===== src/design/vat_pkg.sv =====
// vat_pkg: widths, shared types and reset values for the vertex affine transform.
// No dependencies; every other design file refers to it by scoped names.

package vat_pkg;

  // Field and arithmetic widths
  localparam int COMP_W       = 32;   // one Q16.16 component
  localparam int FRAC_BITS    = 16;   // fraction bits of Q16.16
  localparam int NUM_COMP     = 4;    // x, y, z, w
  localparam int NUM_MUL_ROWS = 3;    // rows that multiply a vertex component
  localparam int PROD_W       = 2 * COMP_W;   // exact Q32.32 product
  localparam int SUM_W        = PROD_W + 2;   // three products plus translation
  localparam int SHIFT_W      = SUM_W - FRAC_BITS;

  // Configuration port
  localparam int CFG_W        = 64;
  localparam int CFG_IDX_W    = 4;    // one spare bit so out-of-range writes exist
  localparam int NUM_CFG_REGS = 8;

  // Saturation limits
  localparam logic [COMP_W-1:0] COMP_MAX = {1'b0, {(COMP_W-1){1'b1}}};
  localparam logic [COMP_W-1:0] COMP_MIN = {1'b1, {(COMP_W-1){1'b0}}};

  typedef logic [NUM_CFG_REGS-1:0][CFG_W-1:0] cfg_regs_t;
  // Matrix entry m[row][col], raw Q16.16 bits
  typedef logic [NUM_COMP-1:0][NUM_COMP-1:0][COMP_W-1:0] mat_t;
  typedef logic [NUM_COMP-1:0][NUM_MUL_ROWS-1:0][PROD_W-1:0] prod_arr_t;
  typedef logic [NUM_COMP-1:0][SUM_W-1:0] sum_arr_t;
  typedef logic [NUM_COMP-1:0][COMP_W-1:0] comp_arr_t;

  // Identity matrix; register 7 first in the concatenation
  localparam cfg_regs_t CFG_RESET = {
    64'h0001_0000_0000_0000,   // row 3 high: m[3][3] = 1.0
    64'h0000_0000_0000_0000,   // row 3 low
    64'h0000_0000_0001_0000,   // row 2 high: m[2][2] = 1.0
    64'h0000_0000_0000_0000,   // row 2 low
    64'h0000_0000_0000_0000,   // row 1 high
    64'h0001_0000_0000_0000,   // row 1 low: m[1][1] = 1.0
    64'h0000_0000_0000_0000,   // row 0 high
    64'h0000_0000_0001_0000    // row 0 low: m[0][0] = 1.0
  };

  // Unpack the register file into matrix entries: two entries per register,
  // even column in the low half.
  function automatic mat_t regs_to_mat(input cfg_regs_t regs);
    mat_t m;
    for (int r = 0; r < NUM_COMP; r++) begin
      for (int c = 0; c < NUM_COMP; c++) begin
        m[r][c] = regs[r*2 + c/2][(c%2)*COMP_W +: COMP_W];
      end
    end
    return m;
  endfunction

endpackage


===== src/design/vat_acc_stage.sv =====
// vat_acc_stage: two pipeline stages that sum three products and the
// translation term at full width. Depends on vat_pkg.

module vat_acc_stage (
  input  logic               clk,
  input  logic               rst_n,
  input  logic               in_valid,
  input  vat_pkg::prod_arr_t prod,
  input  vat_pkg::mat_t      mat,
  output logic               valid_r,
  output vat_pkg::sum_arr_t  sum_r
);

  localparam int EXT_P = vat_pkg::SUM_W - vat_pkg::PROD_W;
  localparam int EXT_T = vat_pkg::SUM_W - vat_pkg::COMP_W - vat_pkg::FRAC_BITS;

  vat_pkg::sum_arr_t half_a_nxt, half_b_nxt, half_a_r, half_b_r, sum_nxt;
  logic              half_valid_r;

  // Pair the terms: x and y products, z product and translation in Q32.32
  always_comb begin
    for (int c = 0; c < vat_pkg::NUM_COMP; c++) begin
      half_a_nxt[c] = {{EXT_P{prod[c][0][vat_pkg::PROD_W-1]}}, prod[c][0]}
                    + {{EXT_P{prod[c][1][vat_pkg::PROD_W-1]}}, prod[c][1]};
      half_b_nxt[c] = {{EXT_P{prod[c][2][vat_pkg::PROD_W-1]}}, prod[c][2]}
                    + {{EXT_T{mat[3][c][vat_pkg::COMP_W-1]}}, mat[3][c],
                       {vat_pkg::FRAC_BITS{1'b0}}};
    end
  end

  // Final sum of the two halves
  always_comb begin
    for (int c = 0; c < vat_pkg::NUM_COMP; c++) begin
      sum_nxt[c] = half_a_r[c] + half_b_r[c];
    end
  end

  // Advance valid bits
  always_ff @(posedge clk) begin
    if (!rst_n) begin
      half_valid_r <= 1'b0;
      valid_r      <= 1'b0;
    end else begin
      half_valid_r <= in_valid;
      valid_r      <= half_valid_r;
    end
  end

  always_ff @(posedge clk) begin
    if (in_valid) begin
      half_a_r <= half_a_nxt;
      half_b_r <= half_b_nxt;
    end
    if (half_valid_r) begin
      sum_r <= sum_nxt;
    end
  end

endmodule


===== config.mk =====
export PLATFORM = sky130hd
export DESIGN_NAME = vat_acc_stage
export DESIGN_NICKNAME = d
export VERILOG_FILES = /design/src/design/vat_pkg.sv /design/src/design/vat_acc_stage.sv
export SDC_FILE = /design/constraint.sdc
export NUM_CORES = 2
export LEC_CHECK = 0
export ABC_CLOCK_PERIOD_IN_PS = 6360
export BUFFER_PORTS_ARGS = -buffer_cell sky130_fd_sc_hd__buf_4
export CORE_AREA = 2 2 605 607
export CTS_CLUSTER_SIZE = 40
export DETAILED_ROUTE_END_ITERATION = 8
export DIE_AREA = 0 0 607 609
export SYNTH_ARGS = -nofsm -noshare
export SYNTH_HDL_FRONTEND = slang
export SYNTH_SLANG_ARGS = --single-unit

===== constraint.sdc =====
create_clock -name clk -period 6.36 [get_ports clk]
set_input_delay 0.636 -clock clk [delete_from_list [all_inputs] [get_ports clk]]
set_output_delay 0.636 -clock clk [all_outputs]
set_load 0.05 [all_outputs]

==> impl_metrics.env <==
export IMPL_synth_top_area_share_pct=37.7
export IMPL_grt_max_degree=137
export IMPL_rsz0062_at_grt="no"
export IMPL_fin_area_um2=81000
export IMPL_synthTopCellsByArea="edfxtp_1, ha_1, a21oi_1"
export IMPL_slew_viol_final=0
export IMPL_clock_sinks=786
export IMPL_slew_headroom_pct=18.8
export IMPL_design_power_total_mw=25.2
export IMPL_internal_power_mw=14.7
export IMPL_synth_warnings=0
export IMPL_drtAntennaViolNets=0
export IMPL_r2r_start="half_a_r[3]"
export IMPL_cts_repair_resized=0
export IMPL_n_fill_cell=39700
export IMPL_start_util_pct=17.2
export IMPL_cp_common_cell="nor2_1"
export IMPL_die_w_um=607
export IMPL_hold_class="primary input to register"
export IMPL_critPathLaunch="half_a_r[3]"
export IMPL_first_iter_violations=4192
export IMPL_critical_path_class="register to register"
export IMPL_drt_wl_total_um=298000
export IMPL_layout_commonest_cell="buf_4"
export IMPL_place_area_um2=76800
export IMPL_synth_area_um2=62500
export IMPL_period_share_pct=72.5
export IMPL_grt_pass1_vias=55100
export IMPL_numCtsBuffers=107
export IMPL_nets=9617
export IMPL_dp_hpwl_um=255000
export IMPL_tns_ns=0
export IMPL_wl_per_cell_um=23.7
export IMPL_vias=56600
export IMPL_whs_endpoint="half_b_r[200]"
export IMPL_place_congestion=1.10
export IMPL_drive_above_1_share_pct=18.8
export IMPL_crit_path_cell_trace="ha_1 > nand3_1 > o22ai_1 > nor2_1 > o31ai_1 > a21o_1 > a21oi_1 > o31a_1 > nor3_1 > nor2_1 > o41ai_1 > xor2_1"
export IMPL_clockBufferDepth=4
export IMPL_dr_pass1_iters=6
export IMPL_floorplan_rows=222
export IMPL_synth_avg_cell_area_um2=9.69
export IMPL_r2r_cells=12
export IMPL_drc=0
export IMPL_cp_depth=12
export IMPL_cp_slowest_cell="o31ai_1"
export IMPL_die_h_um=609
export IMPL_cpLargestDelayFamily="compound AO/OA/AOI/OAI gates"
export IMPL_p_per_area_nw_per_um2=311
export IMPL_rrSetupSlack_ns=1.75
export IMPL_worst_pin_slew_ns=1.22
export IMPL_start_kind="register"
export IMPL_fin_hold_ws_ns=0.0986
export IMPL_portBuffers=1163
export IMPL_hold_viol_final=0
export IMPL_leakagePower_nw=33.5
export IMPL_final_setup_viol_count=0
export IMPL_clk_latency_ns=0.85
export IMPL_combPwrFrac_pct=45.6
export IMPL_ys_seq_elements=786
export IMPL_syn_nets=8450
export IMPL_yosys_area_top_type="edfxtp_1"
export IMPL_path_buf_inv=0
export IMPL_final_cells=12600
export IMPL_critPathMaxFanout=6
export IMPL_slowest_delay_ns=0.64
export IMPL_via_per_inst=4.50
export IMPL_synth_ff_type="edfxtp_1"
export IMPL_crit_path_end_kind="register"
export IMPL_min_from="prod[706]"
export IMPL_layout_common_cells="buf_4, edfxtp_1, a21oi_1"
export IMPL_p_seq_share_pct=30.4
export IMPL_io_pins=1548
export IMPL_cts_tree="done"
export IMPL_hold_buffers=63
export IMPL_yosysSeqAreaShare_pct=37.7
export IMPL_placedCellCount=12300
export IMPL_cp_data_required_time_ns=6.91
export IMPL_r2r_end="sum_r[41]"
export IMPL_finalCriticalPeriod_ns=4.61
export IMPL_antenna_found_initial=138
export IMPL_holdPathStages=1
export IMPL_fmax_mhz=217
export IMPL_fin_worst_skew_ns=0.0927
export IMPL_core_region_area_um2=364000
export IMPL_p_clk_share_pct=24.0
export IMPL_async_flop_share_pct=0
export IMPL_grt_pass1_wl_um=404000
export IMPL_cts_setup_buffers=0
export IMPL_grt_remaining_overflow=0
export IMPL_cts_max_level=3
export IMPL_maxCapViolCount=0
export IMPL_area_growth_pct=29.7
export IMPL_syn_inst=6447
export IMPL_ir_worst_vdd_mv=0.218
export IMPL_ys_types=102
export IMPL_p_sw_share_pct=41.7
export IMPL_synth_edf_count=784
export IMPL_clk_pin_slew_ns=0.06
export IMPL_track_usage_pct=15.4
export IMPL_power_net_switching_mw=10.5
export IMPL_cts_root_buffer="clkbuf_16"
export IMPL_status="completed"
export IMPL_dieArea_um2=370000
export IMPL_worstPathArrival_ns=5.17
metrics by stage:
step | util, % | worst slack [ns]
finish | 22.3 | 1.75
global route | 22.2 | 1.46
CTS | 22.2 | 1.77
detailed placement | 21.1 | 1.13
global placement | 21.1 | 1.10
floorplan | - | 2.49
kinds of logic (layout without fill, tap and decap cells):
| family | count (synthesis) | after routing | synth area share [%] |
|---|---|---|---|
| fa+ha+maj | 720 | 720 | 14.6 |
| other cells | 0 | 70 | 0 |
| simple gates | 1575 | 1575 | 12.2 |
| xor+xnor | 661 | 661 | 9.27 |
| compound gates | 2331 | 2331 | 23.9 |
| buf+inv | 374 | 1623 | 2.28 |
| flops | 786 | 786 | 37.7 |
sequential cells by signal, summed over array words and instances, names as in the netlist:
signal / flops
sum_r: 264
half_a_r: 260
half_b_r: 260
half_valid_r: 1
valid_r: 1
layout make-up:
type | instances | area, um^2 | area share [%]
clock inverters | 71 | 672 | 0.829
inverters | 176 | 661 | 0.815
multi-input cells | 5287 | 37500 | 46.3
clock buffers | 120 | 2750 | 3.39
well taps | 4816 | 6030 | 7.44
repair buffers | 1256 | 9670 | 11.9
flip-flops and latches | 786 | 23600 | 29.1
diodes | 70 | 175 | 0.216
per-layer routing:
metal | track usage, % | part of all wire [%] | routed length, um
met5 | 0 | 0.21 | 637
met4 | 10.7 | 7.9 | 23700
met3 | 4.13 | 7.3 | 21700
met2 | 26.1 | 47 | 140000
met1 | 16.7 | 38 | 112000
worst register-to-register path: cells and delay by family (launching register included):
kind	cells	cell delay [ns]
AOI/OAI and AO/OA	6	2.12
DFF	1	0.42
and+or+nand+nor	4	0.86
xor gates and xnor gates	1	0.58
adders and majority gates	1	0.41
power groups by stage:
| stage | sequential, mW | combinational (mW) | clock, mW |
|---|---|---|---|
| detailed placement | 7.75 | 11.4 | 0 |
| floorplan | 8.82 | 5.94 | 0 |
| CTS | 7.67 | 11.5 | 6.27 |
| global placement | 7.75 | 11.4 | 0 |
| finish | 7.66 | 11.5 | 6.03 |
| global route | 7.74 | 12.3 | 6.42 |
cell usage after synthesis (13+ instances only):
library cell / n
nor2b_1: 83
a21oi_1: 753
ha_1: 708
or3_1: 22
and3_1: 52
a221oi_1: 24
o41ai_1: 13
edfxtp_1: 784
a31o_2: 22
a211oi_1: 60
and4_1: 16
inv_1: 176
a211o_1: 17
nand2b_1: 84
o211ai_1: 40
clkbuf_1: 182
xor2_1: 254
xnor2_1: 407
o21bai_1: 128
and2_1: 37
a21boi_0: 25
a31oi_1: 76
nor3_1: 94
o31ai_1: 30
a21o_1: 443
buf_2: 14
nand3_1: 139
or2_2: 20
o31a_1: 15
nor4_1: 20
nor2_1: 333
a41oi_1: 19
o21ai_0: 423
nand2_1: 497
o21a_1: 95
nand4_1: 132
o21ai_1: 14
how the worst max path moves through the flow:
stage,endpoint
finish,sum_r[41]
global route,sum_r[196]
CTS,sum_r[60]
detailed placement,half_a_r[194]
global placement,half_a_r[194]
floorplan,sum_r[0]
(Power assumes the default switching activity.)
