[src/design/vat_pkg.sv]
// vat_pkg: widths, shared types and reset values for the vertex affine transform.
// No dependencies; every other design file refers to it by scoped names.

package vat_pkg;

  // Field and arithmetic widths
  localparam int COMP_W       = 32;   // one Q16.16 component
  localparam int FRAC_BITS    = 16;   // fraction bits of Q16.16
  localparam int NUM_COMP     = 4;    // x, y, z, w
  localparam int NUM_MUL_ROWS = 3;    // rows that multiply a vertex component
  localparam int PROD_W       = 2 * COMP_W;   // exact Q32.32 product
  localparam int SUM_W        = PROD_W + 2;   // three products plus translation
  localparam int SHIFT_W      = SUM_W - FRAC_BITS;

  // Configuration port
  localparam int CFG_W        = 64;
  localparam int CFG_IDX_W    = 4;    // one spare bit so out-of-range writes exist
  localparam int NUM_CFG_REGS = 8;

  // Saturation limits
  localparam logic [COMP_W-1:0] COMP_MAX = {1'b0, {(COMP_W-1){1'b1}}};
  localparam logic [COMP_W-1:0] COMP_MIN = {1'b1, {(COMP_W-1){1'b0}}};

  typedef logic [NUM_CFG_REGS-1:0][CFG_W-1:0] cfg_regs_t;
  // Matrix entry m[row][col], raw Q16.16 bits
  typedef logic [NUM_COMP-1:0][NUM_COMP-1:0][COMP_W-1:0] mat_t;
  typedef logic [NUM_COMP-1:0][NUM_MUL_ROWS-1:0][PROD_W-1:0] prod_arr_t;
  typedef logic [NUM_COMP-1:0][SUM_W-1:0] sum_arr_t;
  typedef logic [NUM_COMP-1:0][COMP_W-1:0] comp_arr_t;

  // Identity matrix; register 7 first in the concatenation
  localparam cfg_regs_t CFG_RESET = {
    64'h0001_0000_0000_0000,   // row 3 high: m[3][3] = 1.0
    64'h0000_0000_0000_0000,   // row 3 low
    64'h0000_0000_0001_0000,   // row 2 high: m[2][2] = 1.0
    64'h0000_0000_0000_0000,   // row 2 low
    64'h0000_0000_0000_0000,   // row 1 high
    64'h0001_0000_0000_0000,   // row 1 low: m[1][1] = 1.0
    64'h0000_0000_0000_0000,   // row 0 high
    64'h0000_0000_0001_0000    // row 0 low: m[0][0] = 1.0
  };

  // Unpack the register file into matrix entries: two entries per register,
  // even column in the low half.
  function automatic mat_t regs_to_mat(input cfg_regs_t regs);
    mat_t m;
    for (int r = 0; r < NUM_COMP; r++) begin
      for (int c = 0; c < NUM_COMP; c++) begin
        m[r][c] = regs[r*2 + c/2][(c%2)*COMP_W +: COMP_W];
      end
    end
    return m;
  endfunction

endpackage

[src/design/vat_sat_stage.sv]
// vat_sat_stage: last pipeline stage, floor shift by 16 and saturation to
// 32 bits into the output registers. Depends on vat_pkg.

module vat_sat_stage (
  input  logic                clk,
  input  logic                rst_n,
  input  logic                in_valid,
  input  vat_pkg::sum_arr_t   sum,
  output logic                valid_r,
  output vat_pkg::comp_arr_t  comp_r
);

  localparam int TOP = vat_pkg::SUM_W - 1;
  localparam int SGN = vat_pkg::FRAC_BITS + vat_pkg::COMP_W - 1;

  vat_pkg::comp_arr_t comp_nxt;
  logic [vat_pkg::NUM_COMP-1:0][vat_pkg::SHIFT_W-1:0] shifted;

  // Drop fraction bits (floor), clamp when the upper bits are not all sign
  always_comb begin
    for (int c = 0; c < vat_pkg::NUM_COMP; c++) begin
      shifted[c] = sum[c][TOP:vat_pkg::FRAC_BITS];
      if (&sum[c][TOP:SGN] || ~|sum[c][TOP:SGN]) begin
        comp_nxt[c] = shifted[c][vat_pkg::COMP_W-1:0];
      end else if (sum[c][TOP]) begin
        comp_nxt[c] = vat_pkg::COMP_MIN;
      end else begin
        comp_nxt[c] = vat_pkg::COMP_MAX;
      end
    end
  end

  always_ff @(posedge clk) begin
    if (!rst_n) begin
      valid_r <= 1'b0;
    end else begin
      valid_r <= in_valid;
    end
  end

  always_ff @(posedge clk) begin
    if (in_valid) begin
      comp_r <= comp_nxt;
    end
  end

endmodule
[config.mk]
export PLATFORM = sky130hd
export DESIGN_NAME = vat_sat_stage
export DESIGN_NICKNAME = d
export VERILOG_FILES = /design/src/design/vat_pkg.sv /design/src/design/vat_sat_stage.sv
export SDC_FILE = /design/constraint.sdc
export NUM_CORES = 1
export LEC_CHECK = 0
export BUFFER_PORTS_ARGS = -buffer_cell sky130_fd_sc_hd__buf_2
export CELL_PAD_IN_SITES_DETAIL_PLACEMENT = 0
export CELL_PAD_IN_SITES_GLOBAL_PLACEMENT = 1
export CORE_AREA = 2 2 155 157
export DETAILED_ROUTE_END_ITERATION = 6
export DIE_AREA = 0 0 157 159
export GPL_TIMING_DRIVEN = 1
export PLACE_DENSITY = 0.62
export SLEW_MARGIN = 20
export SYNTH_ARGS = -nofsm -noshare
export SYNTH_HDL_FRONTEND = slang
export SYNTH_SLANG_ARGS = --single-unit
[constraint.sdc]
create_clock -name clk -period 1.8 [get_ports clk]
set_clock_uncertainty 0.05 [all_clocks]
set_input_delay 0 -clock clk [delete_from_list [all_inputs] [get_ports clk]]
set_output_delay 0 -clock clk [all_outputs]
set_load 0.1 [all_outputs]
==> results.sh, run 1 <==
export IMPL_fmax_ghz=0.5860
export IMPL_async_reset_ff_share_pct=0
export IMPL_fill_cells=2226
export IMPL_yosys_warnings=0
export IMPL_ys_types=17
export IMPL_fin_crit_sh_pct=94.80
export IMPL_diodes=0
export IMPL_synth_edf_count=128
export IMPL_wl_met1_mm=7.311
export IMPL_pwr_share_comb_pct=27.1
export IMPL_cts_buffers=17
export IMPL_clockRootBuffer="clkbuf_16"
export IMPL_cts_buffer_depth=2
export IMPL_p_int_uw=6673
export IMPL_die_width_um=157
export IMPL_wl_mm=17.48
export IMPL_std_cell_rows=56
export IMPL_grt_start_max_net_pins=37
export IMPL_grt_overflow=0
export IMPL_grt_pass1_wl_mm=26.16
export IMPL_cts_tree="built"
export IMPL_p_leak_uw=0.004490
export IMPL_p_clk_share_pct=37.2
export IMPL_holdCritPathClass="input port to flop"
export IMPL_initial_utilization_pct=24.16
export IMPL_synthCells=342
export IMPL_synthesis_nets=609
export IMPL_powerDensity_nw_per_um2=1034
export IMPL_path_max_fanout=10
export IMPL_first_pass_iters=4
export IMPL_final_nets=1088
export IMPL_gpl_final_weighted_congestion=0.7667
export IMPL_synth_area_leader_cell="edfxtp_1"
export IMPL_final_min_clock_period_ns=1.706
export IMPL_finalMaxSlewViolations=0
export IMPL_die_y_um=159
export IMPL_final_cells=1153
export IMPL_vdd_ir_drop_max_uv=569.3
export IMPL_post_place_ws_ns=0.09139
export IMPL_p_sw_uw=3477
export IMPL_die_area_um2=24960
export IMPL_wl_met3_mm=1.050
export IMPL_dr_wl_met2_mm=8.920
export IMPL_synth_top_cell_area_share_pct=68.60
export IMPL_coreArea_um2=23190
export IMPL_yosys_most_used_dff="edfxtp_1"
export IMPL_design_area_um2=9817
export IMPL_clock_sinks=129
export IMPL_hold_ws_ns=0.03886
export IMPL_portBuffers=331
export IMPL_mappedNetlistArea_um2=5603
export IMPL_startpoint_type="input port"
export IMPL_h_tree_depth=4
export IMPL_num_io_pins=396
export IMPL_synth_seq_cells=129
export IMPL_grt_pass1_vias=5064
export IMPL_place_area_um2=7752
export IMPL_crit_path_end_kind="flop"
export IMPL_setup_ws_ns=0.09362
export IMPL_area_growth_pct=75.21
export IMPL_post_route_util_pct=42.33
export IMPL_highest_layer="met4"
export IMPL_status="finished, final reports clean"
export IMPL_required_ns=1.91
export IMPL_crit_type="input port to flop"
export IMPL_setup_viol=0
export IMPL_layout_drive_gt1_share_pct=59.23
export IMPL_drc=0
export IMPL_avgSynthCellArea_um2=16.38
export IMPL_hold_violations=0
export IMPL_drt_iter0_drc=187
export IMPL_drtAntennaViolNets=0
export IMPL_wl_per_cell_um=15.16
export IMPL_dp_hpwl_mm=12.05
export IMPL_p_sw_share_pct=34.26
export IMPL_dr_total_vias=4849
export IMPL_cts_clk_slew_worst_paths_ns=0.06
export IMPL_maxCapViolations=0
export IMPL_viasPerCell=4.206
export IMPL_grtUsageTotal_pct=13.35
export IMPL_pwr_share_seq_pct=35.7
export IMPL_ys_seq_area_share_pct=68.96
export IMPL_slew_headroom_pct=65.15
export IMPL_tightest_slew_ns=0.5264
export IMPL_synthTopCellsByArea="edfxtp_1 69%, a21o_2 15%, a21o_1 4.2%"
export IMPL_antenna_found_initial=0
export IMPL_crit_arrival_ns=1.82
export IMPL_dp_cells=986
[power groups by stage]
stage / combinational [µW] / clock, µW / sequential (µW)
CTS: 2730 / 3900 / 3620
finish: 2750 / 3780 / 3620
floorplan: 201 / 0 / 5390
global route: 2850 / 4030 / 3640
detailed placement: 2500 / 0 / 3680
global placement: 2500 / 0 / 3680
[metrics by stage]
| stage | total power, µW | setup TNS (ns) |
|---|---|---|
| 2_1_floorplan | 5592 | 0 |
| 3_3_place_gp | 6176 | 0 |
| 3_5_place_dp | 6184 | 0 |
| 4_1_cts | 10250 | 0 |
| 5_1_grt | 10520 | -0.003149 |
| 6_report | 10150 | 0 |
[metal layers]
metal	GRT usage (%)	vias up
met3	3.729	11
met2	23.31	195
li1	-	2341
met1	15.94	2302
met5	0	-
met4	3.878	0
[cell families (layout without fill, tap and decap cells)]
group	Yosys count	after routing	synth area share [%]
AOI/OAI and AO/OA	132	132	20.28
buffers and inverters	28	520	4.756
DFF	129	129	68.96
and+or+nand+nor	53	53	6.007
[final cells by class]
class / count / area (µm²) / area share (%)
clock inverters: 15 / 214.0 / 2.179
flip-flops and latches: 129 / 3864 / 39.36
well taps: 319 / 399.1 / 4.066
multi-input cells: 185 / 1563 / 15.92
clock buffers: 17 / 425.4 / 4.333
repair buffers: 488 / 3352 / 34.14
[worst max-delay path, cell delays in order]
cell and delay (ns):
dlygate4sd3_1 0.54, buf_2 0.16, nor4_1 0.20, nand4_1 0.19, nor4_4 0.25, a311oi_4 0.10
buf_4 0.20, a21o_1 0.16
[path summary, 6_finish.rpt]
path                    endpoint  startpoint  cells after the start
worst max-delay path  comp_r[36]    sum[131]                      8
worst min-delay path  comp_r[31]     sum[65]                      3
[state kept, by name (all words and copies together) (netlist names)]
| signal | count |
|---|---|
| comp_r | 128 |
| valid_r | 1 |
[synth_stat cells, types with 3 or more instances]
master / count
a311oi_2: 3
nand4_1: 20
a21o_1: 31
nor4_1: 16
buf_6: 18
edfxtp_1: 128
nor4_2: 4
dlygate4sd3_1: 3
and3_1: 4
a21o_2: 93
buf_2: 6
a31o_2: 4
nor2_1: 8
[cell usage in the layout, fill, tap and decap left out, types with 2 or more instances in the layout]
cell / count
inv_6: 2
clkinv_4: 2
nor4_2: 3
buf_4: 13
buf_6: 3
a31o_2: 4
and3_1: 4
nand4_1: 20
dlygate4sd3_1: 129
edfxtp_1: 128
a21o_2: 93
buf_2: 329
nor4_1: 14
nor4_4: 3
clkinv_1: 3
bufinv_16: 5
nor2_1: 8
clkbuf_16: 19
buf_12: 11
a21o_1: 31
a311oi_4: 4
clkinv_2: 2
[timing repair]
action | 4_1_cts | 5_1_grt
hold endpoints to repair | 154 | 0
hold buffers | 130 | 0
resized for setup | 0 | 9
setup endpoints to repair | 0 | 92
buffers inserted | 0 | 2
No activity file was read; power rests on OpenSTA's default activity.
==> run 2, diff against run 1 <==
ABC_AREA = 1   (was default)
PLACE_DENSITY = 0.66   (was 0.62)
==> run 2 against run 1 <==
Net effect:
- critical path depth up 1
- die area unchanged
- sequential share of layout area grew 1.6 points
- final area shrank 3.8%
- clock-buffer cell count is 3 higher
- synthesized area is 0.42% lower
- routed wire length down 2.7%
- sequential power barely moved
- critical endpoint is now comp_r[75]
==> results.sh, run 2 <==
export IMPL_status="finished, final reports clean"
export IMPL_layout_commonest_cell="buf_2"
export IMPL_die_width_um=157
export IMPL_die_area_um2=24960
export IMPL_powerDensity_nw_per_um2=1011
export IMPL_drt_iter0_drc=207
export IMPL_portBuffers=331
export IMPL_path_max_fanout=18
export IMPL_num_io_pins=396
export IMPL_tns_ns=0
export IMPL_synth_top_cell_area_share_pct=68.89
export IMPL_gpl_final_weighted_congestion=0.7593
export IMPL_pwr_share_seq_pct=37.9
export IMPL_p_clk_share_pct=34.5
export IMPL_grt_overflow=0
export IMPL_holdCritPathClass="input port to flop"
export IMPL_wl_per_cell_um=12.75
export IMPL_grt_start_max_net_pins=57
export IMPL_p_sw_uw=3404
export IMPL_fmax_ghz=0.6628
export IMPL_final_cell_mix="330 x buf_2, 291 x nand2_1, 130 x dlygate4sd3_1"
export IMPL_synth_seq_cells=129
export IMPL_reg_top3="comp_r (128), valid_r (1)"
export IMPL_required_ns=2.02
export IMPL_setup_viol=0
export IMPL_regMostFlops="comp_r"
export IMPL_grt_pass1_vias=5406
export IMPL_diodes=0
export IMPL_cts_clk_slew_worst_paths_ns=0.06
export IMPL_startpoint_type="input port"
export IMPL_pwr_share_comb_pct=27.6
export IMPL_viasPerCell=3.942
export IMPL_vdd_ir_drop_max_uv=485.8
export IMPL_yosysMostFrequentCell="nand2_1"
export IMPL_drtAntennaViolNets=0
export IMPL_postCtsResizedCells=0
export IMPL_async_reset_ff_share_pct=0
export IMPL_rsz0062_at_grt="no"
export IMPL_grt_pass1_wl_mm=26.12
export IMPL_final_nets=1270
export IMPL_avgSynthCellArea_um2=10.39
export IMPL_worstHoldEndpoint="comp_r[1]"
export IMPL_fin_crit_sh_pct=83.82
export IMPL_p_int_uw=6144
export IMPL_dr_total_vias=5263
export IMPL_slew_headroom_pct=63.21
export IMPL_ys_types=17
export IMPL_synth_edf_count=128
export IMPL_crit_type="input port to flop"
export IMPL_maxCapViolations=0
export IMPL_hold_violations=0
export IMPL_final_min_clock_period_ns=1.509
export IMPL_synthCells=537
export IMPL_layout_drive_gt1_share_pct=37.01
export IMPL_yosys_most_used_dff="edfxtp_1"
export IMPL_p_sw_share_pct=35.65
export IMPL_finalMaxSlewViolations=0
export IMPL_dp_cells=1173
export IMPL_crit_arrival_ns=1.73
export IMPL_clockRootBuffer="clkbuf_16"
export IMPL_clock_sinks=129
export IMPL_cts_tree="built"
export IMPL_cts_buffer_depth=2
export IMPL_first_pass_iters=4
export IMPL_synthTopCellsByCount="291 x nand2_1, 128 x edfxtp_1, 56 x nor2_1"
export IMPL_final_cells=1335
export IMPL_crit_path_end_kind="flop"
export IMPL_grtUsageTotal_pct=13.27
export IMPL_synth_area_leader_cell="edfxtp_1"
export IMPL_area_growth_pct=69.21
export IMPL_hp_start="sum[63]"
export IMPL_antenna_found_initial=0
export IMPL_dp_hpwl_mm=11.79
export IMPL_synthesis_nets=804
export IMPL_drc=0
export IMPL_p_leak_uw=0.004220
export IMPL_coreArea_um2=23190
export IMPL_h_tree_depth=4
export IMPL_fill_cells=2301
export IMPL_initial_utilization_pct=24.06
export IMPL_tightest_slew_ns=0.5557
export IMPL_ys_seq_area_share_pct=69.25
export IMPL_synthTopCellsByArea="edfxtp_1 69%, nand2_1 20%, nor2_1 3.8%"
export IMPL_mappedNetlistArea_um2=5579
export IMPL_largest_reg_flops=128
export IMPL_yosys_warnings=0
export IMPL_wl_mm=17.02
export IMPL_std_cell_rows=56
export IMPL_cts_buffers=17
export IMPL_whs_path_depth=6
export IMPL_die_y_um=159
[run 2: cell count changes in the layout (fill, tap and decap cells not counted), moves of 4 or more]
cell      change
a31o_2        -4
nor2_1       +48
nor4_1       -14
buf_12        -6
and3_1        -4
a21o_2       -93
inv_1         +5
a311oi_4      -4
a21o_1       -31
nand3_1       +9
nand2_1     +291
or2_1         +4
nand4_1      -12
[run 2: worst max path at each step]
stage / start / end / slack [ns] / cells after the start
CTS: sum[197] / comp_r[66] / 0.29 / 9
floorplan: sum[180] / comp_r[65] / 0.75 / 6
global route: sum[131] / comp_r[40] / 0.17 / 9
global placement: sum[116] / comp_r[45] / 0.39 / 7
detailed placement: sum[116] / comp_r[33] / 0.37 / 7
finish: sum[197] / comp_r[75] / 0.29 / 9
[run 2: logic make-up (layout without fill, tap and decap cells)]
kind of cell,Yosys count,count (layout),share of synthesized area (%)
buffers and inverters,33,512,4.283
DFF,129,129,69.25
and+or+nand+nor,375,375,26.46
[run 2: metrics by stage]
stage | total power, µW | area, µm² | setup WS [ns] | hold WS, ns | util, %
5_1_grt | 9912 | 9440 | 0.1693 | 0.2600 | 40.70
3_3_place_gp | 6096 | 7585 | 0.3890 | 0.1371 | 32.70
4_1_cts | 9680 | 9440 | 0.2942 | 0.1976 | 40.70
6_report | 9548 | 9440 | 0.2913 | 0.2173 | 40.70
2_1_floorplan | 5535 | 5579 | 0.7469 | 0.04345 | -
3_5_place_dp | 6105 | 7585 | 0.3731 | 0.1356 | 32.70
[run 2: layout make-up]
type	instances	area, µm²	share of cell area (%)
clock buffers	20	436.7	4.626
clock inverters	12	117.6	1.246
inverters	5	18.77	0.1988
multi-input cells	375	1476	15.64
flip-flops and latches	129	3864	40.93
well taps	319	399.1	4.228
repair buffers	475	3128	33.13
[run 2: power groups by stage]
stage | clock [µW] | sequential, µW | combinational, µW
2_1_floorplan | 0 | 5390 | 144
3_3_place_gp | 0 | 3670 | 2420
3_5_place_dp | 0 | 3680 | 2420
4_1_cts | 3410 | 3620 | 2650
5_1_grt | 3530 | 3640 | 2740
6_report | 3290 | 3620 | 2640
[run 2: what timing repair did]
action / 4_1_cts / 5_1_grt
endpoints found under the hold margin: 140 / 0
setup buffers: 0 / 0
endpoints found under the setup margin: 0 / 0
hold buffers: 130 / 0
[run 2: per-layer routing]
layer | wire length (µm) | track usage (%) | vias up
met5 | 0 | 0 | -
met4 | 288 | 5.046 | 0
met3 | 1293 | 4.300 | 16
met2 | 8695 | 23.78 | 200
met1 | 6740 | 14.41 | 2358
li1 | - | - | 2689
[run 2: critical path: stages]
cell	delay [ns]
dlygate4sd3_1	0.54
buf_2	0.14
or2_1	0.22
nor2_1	0.14
nand3_2	0.11
nand2_2	0.27
buf_12	0.19
nand2_1	0.05
nand2_1	0.06
==> run 3, diff against run 2 <==
ABC_AREA = 0   (was 1)
PLACE_DENSITY = 0.62   (was 0.66)
clock period = 1.5 ns   (was 1.8 ns; I/O delays follow)
==> run 3 against run 2 <==
Net effect:
- setup slack got worse by 0.13 ns
- clock power rose by 27%
- sequential power grew 20%
- flip-flop and latch count unchanged
- final cell count is 13% lower
- final area is 3.3% higher
- core utilization up 1.4 points
- critical endpoint is now valid_r
- clock-buffer cell count fell by 1
- critical path depth down 5
==> results.sh, run 3 (synthesis results as in run 1) <==
export IMPL_status="finished, final reports clean"
export IMPL_cp_num_buf_inv=3
export IMPL_p_int_uw=7682
export IMPL_tns_ns=0
export IMPL_drc=0
export IMPL_worst_path_most_repeated_cell="dlygate4sd3_1"
export IMPL_layout_commonest_cell="buf_2"
export IMPL_clock_sinks=129
export IMPL_powerDensity_nw_per_um2=1213
export IMPL_p_clk_share_pct=35.4
export IMPL_grt_pass1_wl_mm=26.65
export IMPL_initial_utilization_pct=24.16
export IMPL_coreArea_um2=23190
export IMPL_first_pass_iters=4
export IMPL_path_cells="dlygate4sd3_1 -> buf_6 -> and2_1 -> dlygate4sd3_1"
export IMPL_final_nets=1095
export IMPL_crit_arrival_ns=1.63
export IMPL_pwr_share_seq_pct=36.8
export IMPL_critical_path_top_delay_family="buffers and inverters"
export IMPL_die_area_um2=24960
export IMPL_crit_path_end_kind="flop"
export IMPL_p_leak_uw=0.004467
export IMPL_area_growth_pct=74.12
export IMPL_largest_reg_flops=128
export IMPL_viasPerCell=4.207
export IMPL_setup_viol=0
export IMPL_fin_crit_sh_pct=89.16
export IMPL_layout_drive_gt1_share_pct=59.22
export IMPL_dp_hpwl_mm=12.34
export IMPL_regMostFlops="comp_r"
export IMPL_p_sw_uw=4149
export IMPL_std_cell_rows=56
export IMPL_grt_start_max_net_pins=36
export IMPL_crit_type="input port to flop"
export IMPL_gpl_final_weighted_congestion=0.7657
export IMPL_wl_mm=17.35
export IMPL_startpoint_type="input port"
export IMPL_final_cell_mix="330 x buf_2, 131 x dlygate4sd3_1, 128 x edfxtp_1"
export IMPL_maxCapViolations=0
export IMPL_postCtsResizedCells=0
export IMPL_path_max_fanout=35
export IMPL_final_min_clock_period_ns=1.337
export IMPL_rsz0062_at_grt="no"
export IMPL_hold_violations=0
export IMPL_cpPeakStageDelay_ns=0.55
export IMPL_final_cells=1161
export IMPL_clockRootBuffer="clkbuf_16"
export IMPL_fmax_ghz=0.7477
export IMPL_required_ns=1.79
export IMPL_postCtsSetupBuffers=0
export IMPL_dp_cells=997
export IMPL_cp_slowest_cell="dlygate4sd3_1"
export IMPL_h_tree_depth=4
export IMPL_die_y_um=159
export IMPL_cts_buffers=17
export IMPL_pwr_share_comb_pct=27.8
export IMPL_drtAntennaViolNets=0
export IMPL_slew_headroom_pct=64.35
export IMPL_finalMaxSlewViolations=0
export IMPL_cts_buffer_depth=2
export IMPL_wl_per_cell_um=14.94
export IMPL_die_width_um=157
export IMPL_dr_total_vias=4884
export IMPL_ctsHoldBuffers=131
export IMPL_grtUsageTotal_pct=13.62
export IMPL_drt_iter0_drc=173
export IMPL_vdd_ir_drop_max_uv=591.7
export IMPL_portBuffers=331
export IMPL_holdCritPathClass="input port to flop"
export IMPL_grt_overflow=0
export IMPL_cts_tree="built"
export IMPL_tightest_slew_ns=0.5384
export IMPL_reg_top3="comp_r (128), valid_r (1)"
export IMPL_antenna_found_initial=0
export IMPL_grt_pass1_vias=5325
export IMPL_cts_clk_slew_worst_paths_ns=0.06
export IMPL_num_io_pins=396
export IMPL_p_sw_share_pct=35.07
==> run 3: cell count changes in the layout (fill, tap and decap cells not counted), sizes merged, moves of 3 or more <==
cell | previous run | this run
buf | 345 | 364
a311oi | 0 | 4
nand3 | 11 | 0
nor4 | 0 | 20
or2 | 4 | 0
nand2 | 293 | 0
nor2 | 56 | 8
and3 | 0 | 4
nand4 | 8 | 20
a31o | 0 | 4
inv | 5 | 2
a21o | 0 | 124
==> run 3: worst paths after layout <==
kind                 start         end  slack [ns]  depth (start not counted)
setup / recovery  in_valid     valid_r        0.16                          4
hold / removal    sum[131]  comp_r[61]        0.27                          5
==> run 3: cell type report <==
cell class / count / area [µm²]
timing repair buffer: 495 / 3372
tap: 319 / 399.1
antenna: 1 / 2.502
clock inverter: 13 / 161.4
sequential: 129 / 3864
fill: 2185 / 13440
multi-input combinational: 185 / 1524
clock buffer: 19 / 432.9
==> run 3: metrics by stage <==
| stage | worst slack [ns] | area (µm²) | total power [µW] | hold slack (ns) | utilization, % |
|---|---|---|---|---|---|
| after floorplan | 0.1522 | 5603 | 6711 | 0.06250 | - |
| after global placement | -0.1520 | 7848 | 7439 | 0.1621 | 33.84 |
| after detailed placement | -0.1552 | 7848 | 7447 | 0.1626 | 33.84 |
| after CTS | 0.1755 | 9753 | 11990 | 0.2433 | 42.05 |
| after global routing | 0.07099 | 9753 | 12270 | 0.2514 | 42.05 |
| final | 0.1626 | 9756 | 11830 | 0.2657 | 42.06 |
==> run 3: power by group through the flow <==
stage                     clock [µW]  combinational, µW  sequential [µW]
final                           4190               3290             4350
after floorplan                    0                241             6470
after global placement             0               3020             4420
after CTS                       4340               3300             4350
after global routing            4490               3410             4380
after detailed placement           0               3020             4420
==> run 3: per-layer routing <==
| metal | track usage [%] | vias to the layer above | share of wire [%] |
|---|---|---|---|
| li1 | - | 2353 | - |
| met2 | 25.32 | 205 | 52 |
| met4 | 5.338 | 0 | 2.0 |
| met3 | 3.457 | 21 | 6.0 |
| met1 | 14.56 | 2305 | 40 |
| met5 | 0 | - | 0 |
